<file path="config.mk">
export PLATFORM = sky130hd
export DESIGN_NAME = stepper_jog_position_controller_unit
export DESIGN_NICKNAME = d
export VERILOG_FILES = /design/src/rtl/sjpc_pkg.sv /design/src/rtl/sjpc_keypad.sv /design/src/rtl/sjpc_ctrl.sv /design/src/rtl/sjpc_outbuf.sv /design/src/rtl/stepper_jog_position_controller_unit.sv
export SDC_FILE = /design/constraint.sdc
export NUM_CORES = 1
export LEC_CHECK = 0
export BUFFER_PORTS_ARGS = -buffer_cell sky130_fd_sc_hd__buf_2
export CAP_MARGIN = 5
export CELL_PAD_IN_SITES_DETAIL_PLACEMENT = 1
export CELL_PAD_IN_SITES_GLOBAL_PLACEMENT = 1
export CORE_MARGIN = 5
export CORE_UTILIZATION = 49
export DETAILED_ROUTE_END_ITERATION = 7
export PLACE_DENSITY_LB_ADDON = 0.3
export SYNTH_ARGS = -nofsm -noshare
export SYNTH_HDL_FRONTEND = slang
export SYNTH_SLANG_ARGS = --single-unit
</file>
<file path="constraint.sdc">
create_clock -name clk -period 8.9 [get_ports clk]
set_input_delay 1.78 -clock clk [delete_from_list [all_inputs] [get_ports clk]]
set_output_delay 1.78 -clock clk [all_outputs]
set_load 0.05 [all_outputs]
</file>
<file path="src/rtl/sjpc_pkg.sv">
// Shared types, constants and helpers for the stepper jog position controller.
package sjpc_pkg;

    localparam int ADC_BITS_DEF = 10;
    localparam int CNT_W        = 13;
    localparam logic [CNT_W-1:0] CNT_MAX = 13'd8191;

    localparam logic [CNT_W-1:0] UPPER_RESET = 13'd5321;
    localparam logic [CNT_W-1:0] LOWER_RESET = 13'd18;

    // Register indexes on the configuration port.
    localparam logic REG_UPPER = 1'b0;
    localparam logic REG_LOWER = 1'b1;

    // Held key bits.
    localparam int H_RIGHT  = 0;
    localparam int H_UP     = 1;
    localparam int H_DOWN   = 2;
    localparam int H_LEFT   = 3;
    localparam int H_SELECT = 4;

    // Event bits.
    localparam int E_RIGHT  = 0;
    localparam int E_UP     = 1;
    localparam int E_LEFT   = 2;
    localparam int E_SELECT = 3;

    typedef enum logic [1:0] {
        MODE_CHOOSE = 2'd0,
        MODE_AUTO   = 2'd1,
        MODE_MANUAL = 2'd2,
        MODE_HOMING = 2'd3
    } mode_t;

    typedef struct packed {
        logic [4:0] held;
        logic [3:0] evt;
        logic [1:0] hold_rl;
    } key_state_t;

    typedef struct packed {
        logic             step_pulse;
        logic             direction;
        logic [CNT_W-1:0] position_count;
        logic [CNT_W-1:0] target_count;
        mode_t            mode_now;
        logic             move_busy;
        logic             two;
    } result_t;

    // Key threshold given on a 10-bit scale, rescaled to the converter width.
    function automatic int thr(input int t, input int bits);
        return (t << bits) >> 10;
    endfunction

endpackage

</file>
<file path="src/rtl/sjpc_keypad.sv">
// Keypad ladder decoder: press and release detection for the five buttons.
module sjpc_keypad #(
    parameter int ADC_BITS = sjpc_pkg::ADC_BITS_DEF
) (
    input  logic [ADC_BITS-1:0]   sample,
    input  sjpc_pkg::key_state_t  ks_cur,
    output sjpc_pkg::key_state_t  ks_new
);
    import sjpc_pkg::*;

    localparam logic [ADC_BITS-1:0] T75  = ADC_BITS'(thr(75, ADC_BITS));
    localparam logic [ADC_BITS-1:0] T103 = ADC_BITS'(thr(103, ADC_BITS));
    localparam logic [ADC_BITS-1:0] T200 = ADC_BITS'(thr(200, ADC_BITS));
    localparam logic [ADC_BITS-1:0] T250 = ADC_BITS'(thr(250, ADC_BITS));
    localparam logic [ADC_BITS-1:0] T380 = ADC_BITS'(thr(380, ADC_BITS));
    localparam logic [ADC_BITS-1:0] T450 = ADC_BITS'(thr(450, ADC_BITS));
    localparam logic [ADC_BITS-1:0] T550 = ADC_BITS'(thr(550, ADC_BITS));
    localparam logic [ADC_BITS-1:0] T650 = ADC_BITS'(thr(650, ADC_BITS));
    localparam logic [ADC_BITS-1:0] T750 = ADC_BITS'(thr(750, ADC_BITS));

    logic [4:0] press;
    logic [4:0] rel;

    always_comb
    begin
        press = '0;
        if (sample < T75)
        begin
            press[H_RIGHT] = 1'b1;
        end
        else if (sample > T103 && sample < T200)
        begin
            press[H_UP] = 1'b1;
        end
        else if (sample > T250 && sample < T380)
        begin
            press[H_DOWN] = 1'b1;
        end
        else if (sample > T450 && sample < T550)
        begin
            press[H_LEFT] = 1'b1;
        end
        else if (sample > T650 && sample < T750)
        begin
            press[H_SELECT] = 1'b1;
        end

        // The release range of a key never overlaps its own press range, so
        // the old held bit decides a release.
        rel[H_RIGHT]  = (sample > T75)  && ks_cur.held[H_RIGHT];
        rel[H_UP]     = (sample > T200) && ks_cur.held[H_UP];
        rel[H_DOWN]   = (sample > T380) && ks_cur.held[H_DOWN];
        rel[H_LEFT]   = (sample > T550) && ks_cur.held[H_LEFT];
        rel[H_SELECT] = (sample > T750) && ks_cur.held[H_SELECT];

        ks_new.held = (ks_cur.held | press) & ~rel;

        ks_new.evt = ks_cur.evt;
        ks_new.evt[E_RIGHT]  = ks_cur.evt[E_RIGHT]  | rel[H_RIGHT];
        ks_new.evt[E_UP]     = ks_cur.evt[E_UP]     | rel[H_UP];
        ks_new.evt[E_LEFT]   = ks_cur.evt[E_LEFT]   | rel[H_LEFT];
        ks_new.evt[E_SELECT] = ks_cur.evt[E_SELECT] | rel[H_SELECT];

        ks_new.hold_rl[0] = (ks_cur.hold_rl[0] | press[H_RIGHT]) & ~rel[H_RIGHT];
        ks_new.hold_rl[1] = (ks_cur.hold_rl[1] | press[H_LEFT])  & ~rel[H_LEFT];
    end

endmodule

</file>
<file path="src/rtl/sjpc_ctrl.sv">
// Controller state registers and the single-pass next-state logic for one tick.
module sjpc_ctrl #(
    parameter int ADC_BITS = sjpc_pkg::ADC_BITS_DEF
) (
    input  logic                      clk,
    input  logic                      rst_n,
    input  logic                      take,
    input  logic [ADC_BITS-1:0]       sample,
    input  logic                      rfree,
    input  logic                      lfree,
    input  logic [sjpc_pkg::CNT_W-1:0] upper,
    input  logic [sjpc_pkg::CNT_W-1:0] lower,
    output sjpc_pkg::result_t         res
);
    import sjpc_pkg::*;

    mode_t            mode_reg,  mode_next;
    logic [CNT_W-1:0] pos_reg,   pos_next;
    logic [CNT_W-1:0] tgt_reg,   tgt_next;
    key_state_t       ks_reg,    ks_next;
    logic             mov_reg,   mov_next;

    key_state_t       ks_key;
    logic [CNT_W:0]   pos_plus2;
    logic [CNT_W-1:0] mv_pos;
    logic             mv_pulse;
    logic             mv_two;
    logic             mv_dir;
    logic             hr;
    logic             hl;
    logic             pulse;
    logic             two;
    logic             dir;

    sjpc_keypad #(
        .ADC_BITS (ADC_BITS)
    ) u_keypad (
        .sample (sample),
        .ks_cur (ks_reg),
        .ks_new (ks_key)
    );

    // A move step only ever starts from the registered position and target.
    always_comb
    begin
        pos_plus2 = {1'b0, pos_reg} + (CNT_W+1)'(2);
        mv_pos    = pos_reg;
        mv_pulse  = 1'b0;
        mv_two    = 1'b0;
        mv_dir    = 1'b0;
        if (pos_reg < tgt_reg)
        begin
            mv_pos   = (pos_plus2 > {1'b0, CNT_MAX}) ? CNT_MAX : pos_plus2[CNT_W-1:0];
            mv_pulse = 1'b1;
            mv_two   = 1'b1;
            mv_dir   = 1'b1;
        end
        else if (pos_reg > tgt_reg)
        begin
            mv_pos   = pos_reg - CNT_W'(1);
            mv_pulse = 1'b1;
        end
    end

    always_comb
    begin
        mode_next = mode_reg;
        pos_next  = pos_reg;
        tgt_next  = tgt_reg;
        ks_next   = ks_reg;
        mov_next  = mov_reg;
        pulse     = 1'b0;
        two       = 1'b0;
        dir       = 1'b0;
        hr        = 1'b0;
        hl        = 1'b0;

        if (mov_reg)
        begin
            pos_next = mv_pos;
            mov_next = (mv_pos != tgt_reg);
            pulse    = mv_pulse;
            two      = mv_two;
            dir      = mv_dir;
        end
        else if (mode_reg == MODE_HOMING && lfree)
        begin
            pulse = 1'b1;
        end
        else
        begin
            if (mode_reg == MODE_HOMING)
            begin
                pos_next  = '0;
                mode_next = MODE_CHOOSE;
            end
            ks_next = ks_key;
            if (ks_next.evt[E_SELECT])
            begin
                ks_next.evt[E_SELECT] = 1'b0;
                mode_next = MODE_CHOOSE;
            end
            if (mode_next == MODE_CHOOSE)
            begin
                if (ks_next.evt[E_RIGHT])
                begin
                    ks_next.evt[E_RIGHT] = 1'b0;
                    mode_next = MODE_AUTO;
                    tgt_next  = pos_next;
                end
                if (ks_next.evt[E_LEFT])
                begin
                    ks_next.evt[E_LEFT] = 1'b0;
                    mode_next = MODE_MANUAL;
                end
            end
            else
            begin
                // A latched right or left release only counts while that key is still held.
                if (!ks_next.hold_rl[0])
                begin
                    ks_next.evt[E_RIGHT] = 1'b0;
                end
                if (!ks_next.hold_rl[1])
                begin
                    ks_next.evt[E_LEFT] = 1'b0;
                end
                hr = ks_next.hold_rl[0] | ks_next.evt[E_RIGHT];
                hl = ks_next.hold_rl[1] | ks_next.evt[E_LEFT];
                if (mode_next == MODE_AUTO)
                begin
                    if (hr && rfree && tgt_reg < upper)
                    begin
                        if (ks_next.hold_rl[0])
                        begin
                            tgt_next = tgt_reg + CNT_W'(1);
                        end
                    end
                    else if (hl && lfree && tgt_reg > lower)
                    begin
                        if (ks_next.hold_rl[1])
                        begin
                            tgt_next = tgt_reg - CNT_W'(1);
                        end
                    end
                    else if (ks_next.evt[E_UP])
                    begin
                        ks_next.evt[E_UP] = 1'b0;
                        pos_next = mv_pos;
                        mov_next = (mv_pos != tgt_reg);
                        pulse    = mv_pulse;
                        two      = mv_two;
                        dir      = mv_dir;
                    end
                end
                else
                begin
                    if (hr && rfree && pos_reg < upper)
                    begin
                        if (ks_next.hold_rl[0])
                        begin
                            pos_next = pos_reg + CNT_W'(1);
                        end
                        pulse = 1'b1;
                        dir   = 1'b1;
                    end
                    else if (hl && lfree && pos_reg > lower)
                    begin
                        if (ks_next.hold_rl[1])
                        begin
                            pos_next = pos_reg - CNT_W'(1);
                        end
                        pulse = 1'b1;
                    end
                end
            end
        end

        res.step_pulse     = pulse;
        res.direction      = pulse & dir;
        res.position_count = pos_next;
        res.target_count   = tgt_next;
        res.mode_now       = mode_next;
        res.move_busy      = mov_next;
        res.two            = two;
    end

    always_ff @(posedge clk or negedge rst_n)
    begin
        if (!rst_n)
        begin
            mode_reg <= MODE_HOMING;
            pos_reg  <= '0;
            tgt_reg  <= '0;
            ks_reg   <= '0;
            mov_reg  <= 1'b0;
        end
        else if (take)
        begin
            mode_reg <= mode_next;
            pos_reg  <= pos_next;
            tgt_reg  <= tgt_next;
            ks_reg   <= ks_next;
            mov_reg  <= mov_next;
        end
    end

endmodule

</file>
<file path="src/rtl/sjpc_outbuf.sv">
// Result register: holds one tick's result and replays it for a second step pulse.
module sjpc_outbuf (
    input  logic              clk,
    input  logic              rst_n,
    input  logic              load,
    input  sjpc_pkg::result_t res_in,
    input  logic              out_stall,
    output logic              out_valid,
    output logic              free,
    output sjpc_pkg::result_t res_out,
    output logic              last
);
    import sjpc_pkg::*;

    logic    vld_reg,  vld_next;
    logic    two_reg,  two_next;
    result_t data_reg;

    // The buffer can take a new result once its final request is leaving.
    assign free      = !vld_reg || (!out_stall && !two_reg);
    assign out_valid = vld_reg;
    assign res_out   = data_reg;
    assign last      = !two_reg;

    always_comb
    begin
        vld_next = vld_reg;
        two_next = two_reg;
        if (load)
        begin
            vld_next = 1'b1;
            two_next = res_in.two;
        end
        else if (vld_reg && !out_stall)
        begin
            if (two_reg)
            begin
                two_next = 1'b0;
            end
            else
            begin
                vld_next = 1'b0;
            end
        end
    end

    always_ff @(posedge clk or negedge rst_n)
    begin
        if (!rst_n)
        begin
            vld_reg <= 1'b0;
            two_reg <= 1'b0;
        end
        else
        begin
            vld_reg <= vld_next;
            two_reg <= two_next;
        end
    end

    always_ff @(posedge clk)
    begin
        if (load)
        begin
            data_reg <= res_in;
        end
    end

endmodule

</file>
<file path="src/rtl/stepper_jog_position_controller_unit.sv">
// Top level of the stepper jog position controller: ports, input and config registers.
//
//  channel | signals                                          | direction
//  --------+--------------------------------------------------+----------
//  in      | in_valid, in_stall, adc_sample, *_limit_free      | into block
//  out     | out_valid, out_stall, step_pulse .. last          | out of block
//  cfg     | psel, penable, pwrite, paddr, pwdata, prdata, ... | APB slave
//
// A request waits in the input register, is evaluated in a single
// combinational pass and lands in the result register when it is taken.
// A tick yields one result, or two for a rightward move step; the result
// register then holds the input side until the second result leaves, so
// throughput is one request a cycle while out_stall is low, outside rightward moves.
// Reset puts the block in homing with position and target at zero.
// A stalled output holds the result register and, behind it, the input register.
module stepper_jog_position_controller_unit #(
    parameter int ADC_BITS = sjpc_pkg::ADC_BITS_DEF
) (
    input  logic                       clk,
    input  logic                       rst_n,
    input  logic                       in_valid,
    output logic                       in_stall,
    input  logic [ADC_BITS-1:0]        adc_sample,
    input  logic                       right_limit_free,
    input  logic                       left_limit_free,
    output logic                       out_valid,
    input  logic                       out_stall,
    output logic                       step_pulse,
    output logic                       direction,
    output logic [sjpc_pkg::CNT_W-1:0] position_count,
    output logic [sjpc_pkg::CNT_W-1:0] target_count,
    output logic [1:0]                 mode_now,
    output logic                       move_busy,
    output logic                       last,
    input  logic                       psel,
    input  logic                       penable,
    input  logic                       pwrite,
    input  logic [2:0]                 paddr,
    input  logic [31:0]                pwdata,
    output logic [31:0]                prdata,
    output logic                       pready
);
    import sjpc_pkg::*;

    logic                in_vld_reg;
    logic [ADC_BITS-1:0] sample_reg;
    logic                rfree_reg;
    logic                lfree_reg;
    logic [CNT_W-1:0]    upper_reg;
    logic [CNT_W-1:0]    lower_reg;
    logic                take;
    logic                ob_free;
    logic                cfg_wr;
    result_t             res;
    result_t             res_out;

    assign pready = 1'b1;
    assign cfg_wr = psel && penable && pwrite;
    assign prdata = (paddr[2] == REG_LOWER) ? {{(32-CNT_W){1'b0}}, lower_reg}
                                            : {{(32-CNT_W){1'b0}}, upper_reg};

    always_ff @(posedge clk or negedge rst_n)
    begin
        if (!rst_n)
        begin
            upper_reg <= UPPER_RESET;
            lower_reg <= LOWER_RESET;
        end
        else if (cfg_wr)
        begin
            case (paddr[2])
                REG_UPPER: upper_reg <= pwdata[CNT_W-1:0];
                REG_LOWER: lower_reg <= pwdata[CNT_W-1:0];
                default:   upper_reg <= upper_reg;
            endcase
        end
    end

    assign take     = in_vld_reg && ob_free;
    assign in_stall = in_vld_reg && !ob_free;

    always_ff @(posedge clk or negedge rst_n)
    begin
        if (!rst_n)
        begin
            in_vld_reg <= 1'b0;
        end
        else if (!in_vld_reg || take)
        begin
            in_vld_reg <= in_valid;
        end
    end

    always_ff @(posedge clk)
    begin
        if (in_valid && !in_stall)
        begin
            sample_reg <= adc_sample;
            rfree_reg  <= right_limit_free;
            lfree_reg  <= left_limit_free;
        end
    end

    sjpc_ctrl #(
        .ADC_BITS (ADC_BITS)
    ) u_ctrl (
        .clk    (clk),
        .rst_n  (rst_n),
        .take   (take),
        .sample (sample_reg),
        .rfree  (rfree_reg),
        .lfree  (lfree_reg),
        .upper  (upper_reg),
        .lower  (lower_reg),
        .res    (res)
    );

    sjpc_outbuf u_outbuf (
        .clk       (clk),
        .rst_n     (rst_n),
        .load      (take),
        .res_in    (res),
        .out_stall (out_stall),
        .out_valid (out_valid),
        .free      (ob_free),
        .res_out   (res_out),
        .last      (last)
    );

    assign step_pulse     = res_out.step_pulse;
    assign direction      = res_out.direction;
    assign position_count = res_out.position_count;
    assign target_count   = res_out.target_count;
    assign mode_now       = res_out.mode_now;
    assign move_busy      = res_out.move_busy;

    // Only a rightward move step produces a pair of results.
    a_pair_is_right_step: assert property (@(posedge clk) disable iff (!rst_n)
        out_valid && !last |-> step_pulse && direction)
        else $error("first of a result pair is not a right step pulse");

    // The first of a pair, once taken, is followed at once by its final twin.
    a_pair_follows: assert property (@(posedge clk) disable iff (!rst_n)
        out_valid && !last && !out_stall |=> out_valid && last && step_pulse)
        else $error("second result of a pair missing");

    // Homing never runs with a move in progress.
    a_homing_not_moving: assert property (@(posedge clk) disable iff (!rst_n)
        out_valid && mode_now == MODE_HOMING |-> !move_busy)
        else $error("move reported during homing");

    // No new request is evaluated while the first of a pair is still pending.
    a_no_take_mid_pair: assert property (@(posedge clk) disable iff (!rst_n)
        out_valid && !last |-> !take)
        else $error("request evaluated while a result pair is pending");

endmodule
</file>
==> flow_metrics.py, run 1 <==
metrics = {
    "sta": {
        "report.final.slew_viol_count": 0,
        "setup_violations": 0,
        "max_clock_freq_ghz": 0.220,
        "fin_skew_ns": 0.0133,
        "rsz0062_at_grt": "no",
        "max-slew-margin-rel_pct": 25.7,
        "final-hold-violation-count": 0,
        "timing.setup.tns_ns": 0,
        "period_share_pct": 51.0,
        "fin_crit_ns": 4.54,
        "tightestPinTransition_ns": 1.11,
    },
    "synth": {
        "synth_ff_type": "dfrtp_1",
        "syn_avg_cell_area_sq_um": 8.62,
        "synth_cell_type_count": 106,
        "syn_inst": 1097,
        "synth_area_sq_mm": 0.00945,
        "synth_edf_count": 43,
        "ys.warnings.count": 0,
        "synth-async-reset-ratio_pct": 60.9,
        "ys_seq_area_share_pct": 31.5,
        "ys_ff_latch": 110,
    },
    "layout": {
        "area_growth_pct": 7.69,
        "nFillCells": 2287,
        "antenna_cells": 0,
        "final_util_pct": 54.1,
        "largest_reg_flops": 31,
        "drive_gt1_share_pct": 17.9,
        "instances_no_fill": 1397,
        "nNetsFinal": 1256,
        "post-route-cell-area_sq_mm": 0.0102,
    },
    "clock_tree": {
        "clk_pin_slew_ns": 0.08,
        "numCtsBuffers": 9,
        "hold_buffers": 0,
        "cts-root-buf": "clkbuf_16",
        "cts_num_sinks": 110,
        "ctsHtreeMaxLevel": 3,
        "cts_setup_buffers": 0,
        "cts_tree": "done",
        "cts_resized": 0,
        "cts_buffer_depth": 2,
        "clk-insertion-delay-late_ns": 0.37,
    },
    "pwr": {
        "p_int_mw": 1.84,
        "irDropWorstVdd_uv": 171,
        "power_density_mw_per_mm2": 405,
        "pwr-share-seq_pct": 23.5,
        "combPwrFrac_pct": 65.4,
        "p_sw_mw": 2.28,
        "power.leakage_nw": 4.10,
        "total_power_mw": 4.12,
        "switching_share_pct": 55.3,
        "clkPwrFrac_pct": 11.2,
    },
    "setup_path": {
        "rrSetupSlack_ns": 4.36,
        "r2r_end": "u_outbuf.res_out[1]",
        "startpoint": "u_ctrl.tgt_reg[7]",
        "worstSetupEndpoint": "u_outbuf.res_out[1]",
        "cp_data_arrival_time_ns": 4.62,
        "start_kind": "flip-flop",
        "critical_path_class": "flip-flop to flip-flop",
        "worstPathRequired_ns": 8.98,
        "worstPathMaxFanout": 10,
        "timing.rr.start": "u_ctrl.tgt_reg[7]",
        "critPathCaptureType": "flip-flop",
        "rr_worst_depth": 12,
    },
    "job": {
        "cap_violations": 0,
    },
    "route": {
        "dr.pass1.iters": 5,
        "drc": 0,
        "drt-initial-drc-count": 925,
        "dr_total_vias": 9291,
        "ant_nets": 0,
        "wl_per_cell_um": 23.8,
        "avgViaCountPerCell": 6.65,
        "routed_wl_um": 33300,
    },
    "global_routing": {
        "grt_pass1_wl_um": 51900,
        "grt_max_degree": 68,
        "grt_pass1_vias": 9238,
        "grt-ovfl-total": 0,
        "antenna_found_initial": 0,
        "grt_util_all_layers_pct": 29.7,
    },
    "die": {
        "fp.dieH_um": 149,
        "dieWidth_um": 149,
        "start_util_pct": 50.2,
        "io_pins": 121,
        "die-area_sq_mm": 0.0222,
        "row_count": 50,
        "core-area_sq_mm": 0.0188,
    },
    "hold_path": {
        "min_from": "u_ctrl.ks_reg[2]",
        "worstHoldPathType": "flip-flop to flip-flop",
    },
    "placement": {
        "place_area_sq_mm": 0.00985,
        "place.gp.congestion": 0.970,
        "hpwl_um": 23900,
        "dp_cells": 1381,
        "port-buffer-count": 79,
    },
    "outcome": {
        "status": "finished, final reports clean",
    },
}
-- synth_stat cells (5+ instances only) --
master,count,area share (%)
o211ai_1,19,1.5
o21bai_1,5,0.40
ha_1,70,9.3
o221ai_1,7,0.65
or3_1,6,0.40
a22o_1,6,0.56
inv_1,64,2.5
nand3_1,38,2.0
clkbuf_1,41,1.6
o2111ai_1,7,0.65
a21oi_1,100,5.3
a21o_1,12,0.95
nor4_1,9,0.60
nand2_1,99,3.9
and2_1,10,0.66
and3_1,9,0.60
a221oi_1,7,0.65
o32ai_1,6,0.56
nand2b_1,5,0.33
dfrtp_1,57,15
buf_4,20,1.6
o22ai_1,6,0.40
xnor2_1,12,1.1
o21ai_0,71,3.8
a211oi_1,10,0.79
o21ai_1,17,0.90
buf_6,5,0.60
nor2_1,72,2.9
a31oi_1,13,0.86
edfxtp_1,43,14
buf_2,15,0.79
nor3_1,21,1.1
mux2_2,33,3.9
dfstp_2,10,2.8
o21a_1,11,0.87
nand4_1,24,1.6
a22oi_1,5,0.40
-- area by class of cell --
type                    instances  area [sq um]  share of cell area, %
clock buffers                  10           229                   2.25
clock inverters                 6           100                  0.983
inverters                      66           248                   2.43
multi-input cells             850          5780                   56.8
flip-flops and latches        110          2980                   29.3
well taps                     260           325                   3.20
repair buffers                 95           515                   5.06
-- metrics by stage --
stage / setup WS (ns) / hold WS [ns]
floorplan: 3.86 / 0.451
global placement: 4.52 / 0.480
detailed placement: 4.48 / 0.494
CTS: 4.48 / 0.512
global route: 4.12 / 0.528
finish: 4.36 / 0.508
-- routing by layer --
layer / track usage (%) / share of wire (%) / up-vias
met5: 0 / 0 / -
met4: 12.3 / 4.1 / 0
met3: 6.23 / 8.1 / 118
met2: 47.8 / 46 / 475
met1: 39.1 / 41 / 4558
li1: - / - / 4140
-- worst min path at each step --
stage | endpoint | slack, ns | cells after the start
floorplan | u_ctrl.ks_reg[2] | 0.45 | 2
global placement | u_ctrl.ks_reg[2] | 0.48 | 2
detailed placement | upper_reg[1] | 0.49 | 1
CTS | u_ctrl.ks_reg[2] | 0.51 | 2
global route | u_ctrl.ks_reg[3] | 0.53 | 1
finish | u_ctrl.ks_reg[2] | 0.51 | 2
-- power groups by stage --
stage                     clock network, mW  logic (mW)  registers, mW
after floorplan                           0        1.78           1.06
after global placement                    0        2.52          0.958
after detailed placement                  0        2.61          0.967
after CTS                             0.469        2.64          0.957
after global routing                  0.496        2.88          0.984
final                                 0.461        2.70          0.968
-- logic make-up after synthesis --
kind of cell | after synthesis | share of synthesized area (%)
flops | 110 | 31.5
compound gates | 377 | 27.5
buf+inv | 155 | 8.02
other cells | 2 | 0.0795
simple gates | 330 | 17.8
xor+xnor | 16 | 1.48
fa+ha+maj | 70 | 9.27
mux | 37 | 4.36
-- critical path, stage by stage (launching register included) --
cell       delay (ns)
dfrtp_1          0.68
inv_1            0.30
ha_1             0.39
nand4_2          0.15
nor2_4           0.07
a21o_4           0.22
a311o_1          0.52
o21ai_0          0.36
o21ai_0          0.14
a211oi_1         0.69
o2111ai_1        0.20
nor4_2           0.31
a31oi_1          0.20
-- cell usage in the layout, fill, tap and decap left out, types with 11 or more instances in the layout --
master	count
a21o_1	12
a21oi_1	100
a31oi_1	13
buf_2	79
buf_4	16
conb_1	20
dfrtp_1	57
edfxtp_1	43
ha_1	70
inv_1	63
mux2_2	33
nand2_1	99
nand3_1	38
nand4_1	24
nor2_1	72
nor3_1	21
o211ai_1	19
o21a_1	11
o21ai_0	71
o21ai_1	17
xnor2_1	12
(Power assumes the default switching activity.)
==> run 2: changes to the inputs <==
--- a/config.mk
+++ b/config.mk
@@ -10,7 +10,7 @@
 export CELL_PAD_IN_SITES_DETAIL_PLACEMENT = 1
 export CELL_PAD_IN_SITES_GLOBAL_PLACEMENT = 1
 export CORE_MARGIN = 5
-export CORE_UTILIZATION = 49
+export CORE_UTILIZATION = 41
 export DETAILED_ROUTE_END_ITERATION = 7
 export PLACE_DENSITY_LB_ADDON = 0.3
 export SYNTH_ARGS = -nofsm -noshare
==> constraint.sdc (replaced) <==
create_clock -name clk -period 3.99 [get_ports clk]
set_input_delay 0.798 -clock clk [delete_from_list [all_inputs] [get_ports clk]]
set_output_delay 0.798 -clock clk [all_outputs]
set_load 0.05 [all_outputs]
==> run 2 against run 1 <==
Combinational power increased to 2.5 times the previous value. Maximum frequency increased by 19%. Worst setup slack got worse by 4.2 ns. Count of clock-buffer cells in the layout increased by 1. Sequential cell count unchanged. Register-to-register slack got worse by 4.2 ns. Die area increased by 18%. Clock skew about the same. Utilization decreased by 7.0 points. First-iteration DRC count decreased by 7.6%. Final cell count increased by 6.3%. Hold slack got worse by 0.0035 ns. Critical path type unchanged. Critical endpoint unchanged.
==> flow_metrics.py, run 2 (synthesis gave the netlist of run 1 again) <==
metrics = {
    "sta": {
        "tightestPinTransition_ns": 1.04,
        "fin_crit_ns": 3.82,
        "period_share_pct": 95.9,
        "final-hold-violation-count": 0,
        "setup_violations": 0,
        "rsz0062_at_grt": "no",
        "fin_skew_ns": 0.0133,
        "layout_setup_ws_ns": 0.166,
        "timing.setup.tns_ns": 0,
        "max-slew-margin-rel_pct": 30.4,
        "report.final.slew_viol_count": 0,
        "max_clock_freq_ghz": 0.261,
    },
    "layout": {
        "antenna_cells": 0,
        "area_growth_pct": 12.7,
        "post-route-cell-area_sq_mm": 0.0107,
        "drive_gt1_share_pct": 22.3,
        "largest_reg_flops": 31,
        "nFillCells": 2745,
        "instances_no_fill": 1485,
        "nNetsFinal": 1319,
        "final_common_cell": "a21oi_1",
        "final_cell_mix": "a21oi_1 (100), nand2_1 (99), buf_2 (79), buf_4 (79), nor2_1 (72)",
    },
    "setup_path": {
        "worstPathRequired_ns": 4.08,
        "critical_path_class": "flip-flop to flip-flop",
        "rrSetupSlack_ns": 0.17,
        "critPathCaptureType": "flip-flop",
        "start_kind": "flip-flop",
        "cp_data_arrival_time_ns": 3.92,
        "worstPathMaxFanout": 10,
    },
    "die": {
        "core-area_sq_mm": 0.0226,
        "die-area_sq_mm": 0.0262,
        "dieWidth_um": 162,
        "fp.dieH_um": 162,
        "io_pins": 121,
        "row_count": 55,
        "start_util_pct": 41.7,
    },
    "global_routing": {
        "gr-usage-met1_pct": 36.1,
        "grt_util_all_layers_pct": 27.0,
        "met3_usage_pct": 4.67,
        "antenna_found_initial": 0,
        "top_usage_layer": "met2",
        "grt_max_degree": 68,
        "grt_util_met2_pct": 42.9,
        "grt_pass1_vias": 9568,
        "grt_pass1_wl_um": 55300,
        "grt-ovfl-total": 0,
    },
    "job": {
        "cap_violations": 0,
    },
    "placement": {
        "place.gp.congestion": 0.954,
        "port-buffer-count": 79,
        "hpwl_um": 27100,
        "dp_cells": 1469,
        "dp_slack_ns": 0.239,
        "place_area_sq_mm": 0.0104,
    },
    "clock_tree": {
        "cts_tree": "done",
        "cts-root-buf": "clkbuf_16",
        "clk-insertion-delay-late_ns": 0.37,
        "hold_buffers": 0,
        "clk_pin_slew_ns": 0.09,
        "numCtsBuffers": 9,
        "cts_num_sinks": 110,
        "ctsHtreeMaxLevel": 3,
        "cts_buffer_depth": 2,
    },
    "hold_path": {
        "worstHoldPathType": "flip-flop to flip-flop",
    },
    "route": {
        "drc": 0,
        "routed_wl_um": 36000,
        "dr_total_vias": 9482,
        "wl_per_cell_um": 24.2,
        "dr.pass1.iters": 5,
        "ant_nets": 0,
        "drt-initial-drc-count": 855,
        "avgViaCountPerCell": 6.39,
    },
    "pwr": {
        "irDropWorstVdd_uv": 324,
        "power_density_mw_per_mm2": 917,
        "total_power_mw": 9.77,
        "power.leakage_nw": 4.39,
    },
    "outcome": {
        "status": "finished, final reports clean",
    },
}
run 2: changes by cell type in the layout (fill, tap and decap cells not counted), sizes merged:
| cell | change |
|---|---|
| clkinv | +1 |
| clkbuf | +1 |
| buf | +63 |
| bufinv | -2 |
run 2: per-stage QoR:
step	util [%]	hold WS [ns]
after global routing	47.0	0.525
after CTS	47.0	0.506
final	47.0	0.504
after detailed placement	45.7	0.487
after global placement	45.7	0.472
after floorplan	-	0.451
run 2: critical path, stage by stage, from the launching register on:
cell	delay, ns
dfrtp_1	0.35
inv_1	0.13
ha_1	0.36
nand4_2	0.17
nor2_4	0.19
a21o_4	0.16
a311o_1	0.50
mux2_2	0.44
and3_1	0.20
a2111oi_2	0.45
o211ai_1	0.19
nor4_2	0.23
a31oi_1	0.19
run 2: worst paths after layout:
path / startpoint / end / cells after the start
worst max-delay path: u_ctrl.tgt_reg[8] / u_outbuf.res_out[1] / 12
worst min-delay path: u_ctrl.ks_reg[3] / u_ctrl.ks_reg[3] / 1
worst max register to register: u_ctrl.tgt_reg[8] / u_outbuf.res_out[1] / 12
worst min register to register: u_ctrl.ks_reg[3] / u_ctrl.ks_reg[3] / 1
max in group asynchronous: rst_n / u_outbuf.out_valid / 2
min in group asynchronous: rst_n / u_ctrl.tgt_reg[5] / 2
run 2: layout make-up:
cell class,count,area [sq um],share of cell area [%]
Multi-Input combinational cell,850,5790,54.3
Inverter,66,248,2.33
Clock inverter,5,48.8,0.458
Sequential cell,110,2980,28.0
Tap cell,285,357,3.35
Clock buffer,11,243,2.28
Timing Repair Buffer,158,988,9.28
run 2: repair_timing:
action	CTS	global route
endpoints found under the hold margin	0	0
gates resized for setup	0	1
buffers inserted	0	0
setup endpoints to repair	0	1
run 2: layer usage:
layer  wire, um  share of wire (%)
met4       1740                4.8
met1      15100                 42
met5          0                  0
met3       2910                8.1
met2      16300                 45
run 2: where the power goes:
part | internal, mW | leakage [nW] | total, mW | switching, mW
registers | 1.66 | 1.20 | 1.96 | 0.293
clock network | 0.457 | 0.144 | 0.950 | 0.493
logic | 2.29 | 3.05 | 6.86 | 4.56
total | 4.42 | 4.39 | 9.77 | 5.35
==> run 3: changes to the inputs <==
--- a/config.mk
+++ b/config.mk
@@ -9,10 +9,12 @@
 export CAP_MARGIN = 5
 export CELL_PAD_IN_SITES_DETAIL_PLACEMENT = 1
 export CELL_PAD_IN_SITES_GLOBAL_PLACEMENT = 1
+export CORE_ASPECT_RATIO = 0.9
 export CORE_MARGIN = 5
 export CORE_UTILIZATION = 41
 export DETAILED_ROUTE_END_ITERATION = 7
 export PLACE_DENSITY_LB_ADDON = 0.3
+export SKIP_LAST_GASP = 1
 export SYNTH_ARGS = -nofsm -noshare
 export SYNTH_HDL_FRONTEND = slang
 export SYNTH_SLANG_ARGS = --single-unit
==> run 3 against run 2 <==
Count of clock-buffer cells in the layout shrank 2. Clock skew fell by 0.0041 ns. Total power about the same. Routed wire length increased by 1.0%. Via count about the same. Maximum frequency fell by 2.0%. Largest power group unchanged.
==> flow_metrics.py, run 3 (synthesis gave the netlist of run 1 again) <==
metrics = {
    "outcome": {
        "status": "finished, final reports clean",
    },
    "placement": {
        "place.gp.congestion": 0.972,
        "port-buffer-count": 79,
        "dp_cells": 1486,
        "hpwl_um": 27700,
    },
    "setup_path": {
        "critical_path_class": "flip-flop to flip-flop",
        "cp_data_arrival_time_ns": 3.99,
        "startpoint": "u_ctrl.tgt_reg[12]",
        "timing.rr.start": "u_ctrl.tgt_reg[12]",
        "worstSetupEndpoint": "u_outbuf.res_out[1]",
        "rrSetupSlack_ns": 0.09,
        "worstPathMaxFanout": 11,
        "critPathCaptureType": "flip-flop",
        "start_kind": "flip-flop",
        "rr_worst_depth": 13,
        "r2r_end": "u_outbuf.res_out[1]",
        "worstPathRequired_ns": 4.08,
    },
    "global_routing": {
        "grt_pass1_wl_um": 56800,
        "antenna_found_initial": 0,
        "grt-ovfl-total": 0,
        "grt_max_degree": 51,
        "grt_pass1_vias": 9670,
        "grt_util_all_layers_pct": 27.7,
    },
    "sta": {
        "report.final.slew_viol_count": 0,
        "fin_crit_ns": 3.90,
        "finalHoldWorstSlack_ns": 0.458,
        "period_share_pct": 97.8,
        "max-slew-margin-rel_pct": 33.6,
        "setup_violations": 0,
        "fin_skew_ns": 0.00927,
        "tightestPinTransition_ns": 0.995,
        "final-hold-violation-count": 0,
        "timing.setup.tns_ns": 0,
        "max_clock_freq_ghz": 0.256,
        "rsz0062_at_grt": "no",
    },
    "route": {
        "drc": 0,
        "avgViaCountPerCell": 6.31,
        "dr.pass1.iters": 5,
        "wl_met3_um": 2830,
        "wl_met2_um": 16600,
        "drt-initial-drc-count": 822,
        "ant_nets": 0,
        "routed_wl_um": 36300,
        "routed.top_layer": "met4",
        "m1WireLength_um": 15700,
        "wl_per_cell_um": 24.2,
        "dr_total_vias": 9473,
    },
    "layout": {
        "nNetsFinal": 1324,
        "instances_no_fill": 1502,
        "regArea_sq_mm": 0.00298,
        "area_growth_pct": 13.5,
        "multi_input_comb_area_sq_mm": 0.00578,
        "drive_gt1_share_pct": 22.6,
        "antenna_cells": 0,
        "nFillCells": 2752,
        "final_cell_mix": "a21oi_1 (100), nand2_1 (99), buf_4 (84)",
        "largest_reg_flops": 31,
        "final_common_cell": "a21oi_1",
    },
    "clock_tree": {
        "cts_resized": 0,
        "cts_num_sinks": 110,
        "cts_setup_buffers": 0,
        "numCtsBuffers": 9,
        "clk-insertion-delay-late_ns": 0.38,
        "cts-root-buf": "clkbuf_16",
        "cts_tree": "done",
        "cts_buffer_depth": 2,
        "hold_buffers": 0,
        "clk_pin_slew_ns": 0.09,
        "ctsHtreeMaxLevel": 3,
    },
    "die": {
        "die-area_sq_mm": 0.0262,
        "fp.dieH_um": 154,
        "io_pins": 121,
        "row_count": 52,
        "dieWidth_um": 170,
        "core-area_sq_mm": 0.0226,
        "start_util_pct": 41.9,
    },
    "pwr": {
        "total_power_mw": 9.76,
        "irDropWorstVdd_uv": 325,
        "power_density_mw_per_mm2": 910,
        "power.leakage_nw": 4.43,
    },
    "job": {
        "cap_violations": 0,
    },
    "hold_path": {
        "worstHoldPathType": "input pin to asynchronous set/reset pin",
    },
}
[run 3: cell types whose count changed in the layout (fill, tap and decap cells not counted), sizes merged]
cell    change
buf         +5
inv         +2
clkbuf      -2
[run 3: power breakdown]
| part | internal (mW) | leakage (nW) | switching (mW) | total, mW |
|---|---|---|---|---|
| logic | 2.28 | 3.07 | 4.48 | 6.76 |
| clock network | 0.467 | 0.157 | 0.545 | 1.01 |
| registers | 1.65 | 1.20 | 0.333 | 1.99 |
[run 3: worst max-delay path, stage by stage (launching register included)]
cell and delay (ns):
dfrtp_1 0.53, inv_1 0.14, ha_1 0.41, nand4_1 0.18, nor4_2 0.32, buf_4 0.21, buf_4 0.19, a211oi_2 0.09
buf_4 0.20, a22oi_1 0.38, mux2_2 0.24, o221ai_1 0.11, nor4_2 0.39, a31oi_1 0.23
[run 3: layer usage]
metal,up-vias,GRT usage (%)
li1,4273,-
met1,4710,38.2
met2,398,43.8
met3,92,4.72
met4,0,9.58
met5,-,0
[run 3: through the flow]
| step | setup WS, ns | util [%] | area [sq um] |
|---|---|---|---|
| 2_1_floorplan | 0.599 | - | 9520 |
| 3_3_place_gp | 0.295 | 46.1 | 10400 |
| 3_5_place_dp | 0.253 | 46.1 | 10400 |
| 4_1_cts | 0.202 | 47.5 | 10700 |
| 5_1_grt | 0.0550 | 47.5 | 10700 |
| 6_report | 0.0884 | 47.5 | 10700 |
[run 3: how the worst min path moves through the flow]
stage,startpoint,end,slack [ns],cells past startpoint
6_report,rst_n,u_ctrl.tgt_reg[7],0.46,2
5_1_grt,rst_n,u_ctrl.tgt_reg[2],0.50,2
4_1_cts,rst_n,u_ctrl.tgt_reg[7],0.48,2
3_5_place_dp,u_ctrl.ks_reg[3],u_ctrl.ks_reg[3],0.49,1
3_3_place_gp,u_ctrl.ks_reg[2],u_ctrl.ks_reg[2],0.48,2
2_1_floorplan,u_ctrl.ks_reg[2],u_ctrl.ks_reg[2],0.45,2
[run 3: final cells by class]
class / count / area share, %
Clock buffer: 9 / 2.10
Clock inverter: 7 / 0.921
Inverter: 66 / 2.31
Multi-Input combinational cell: 850 / 53.9
Sequential cell: 110 / 27.8
Tap cell: 297 / 3.46
Timing Repair Buffer: 163 / 9.56
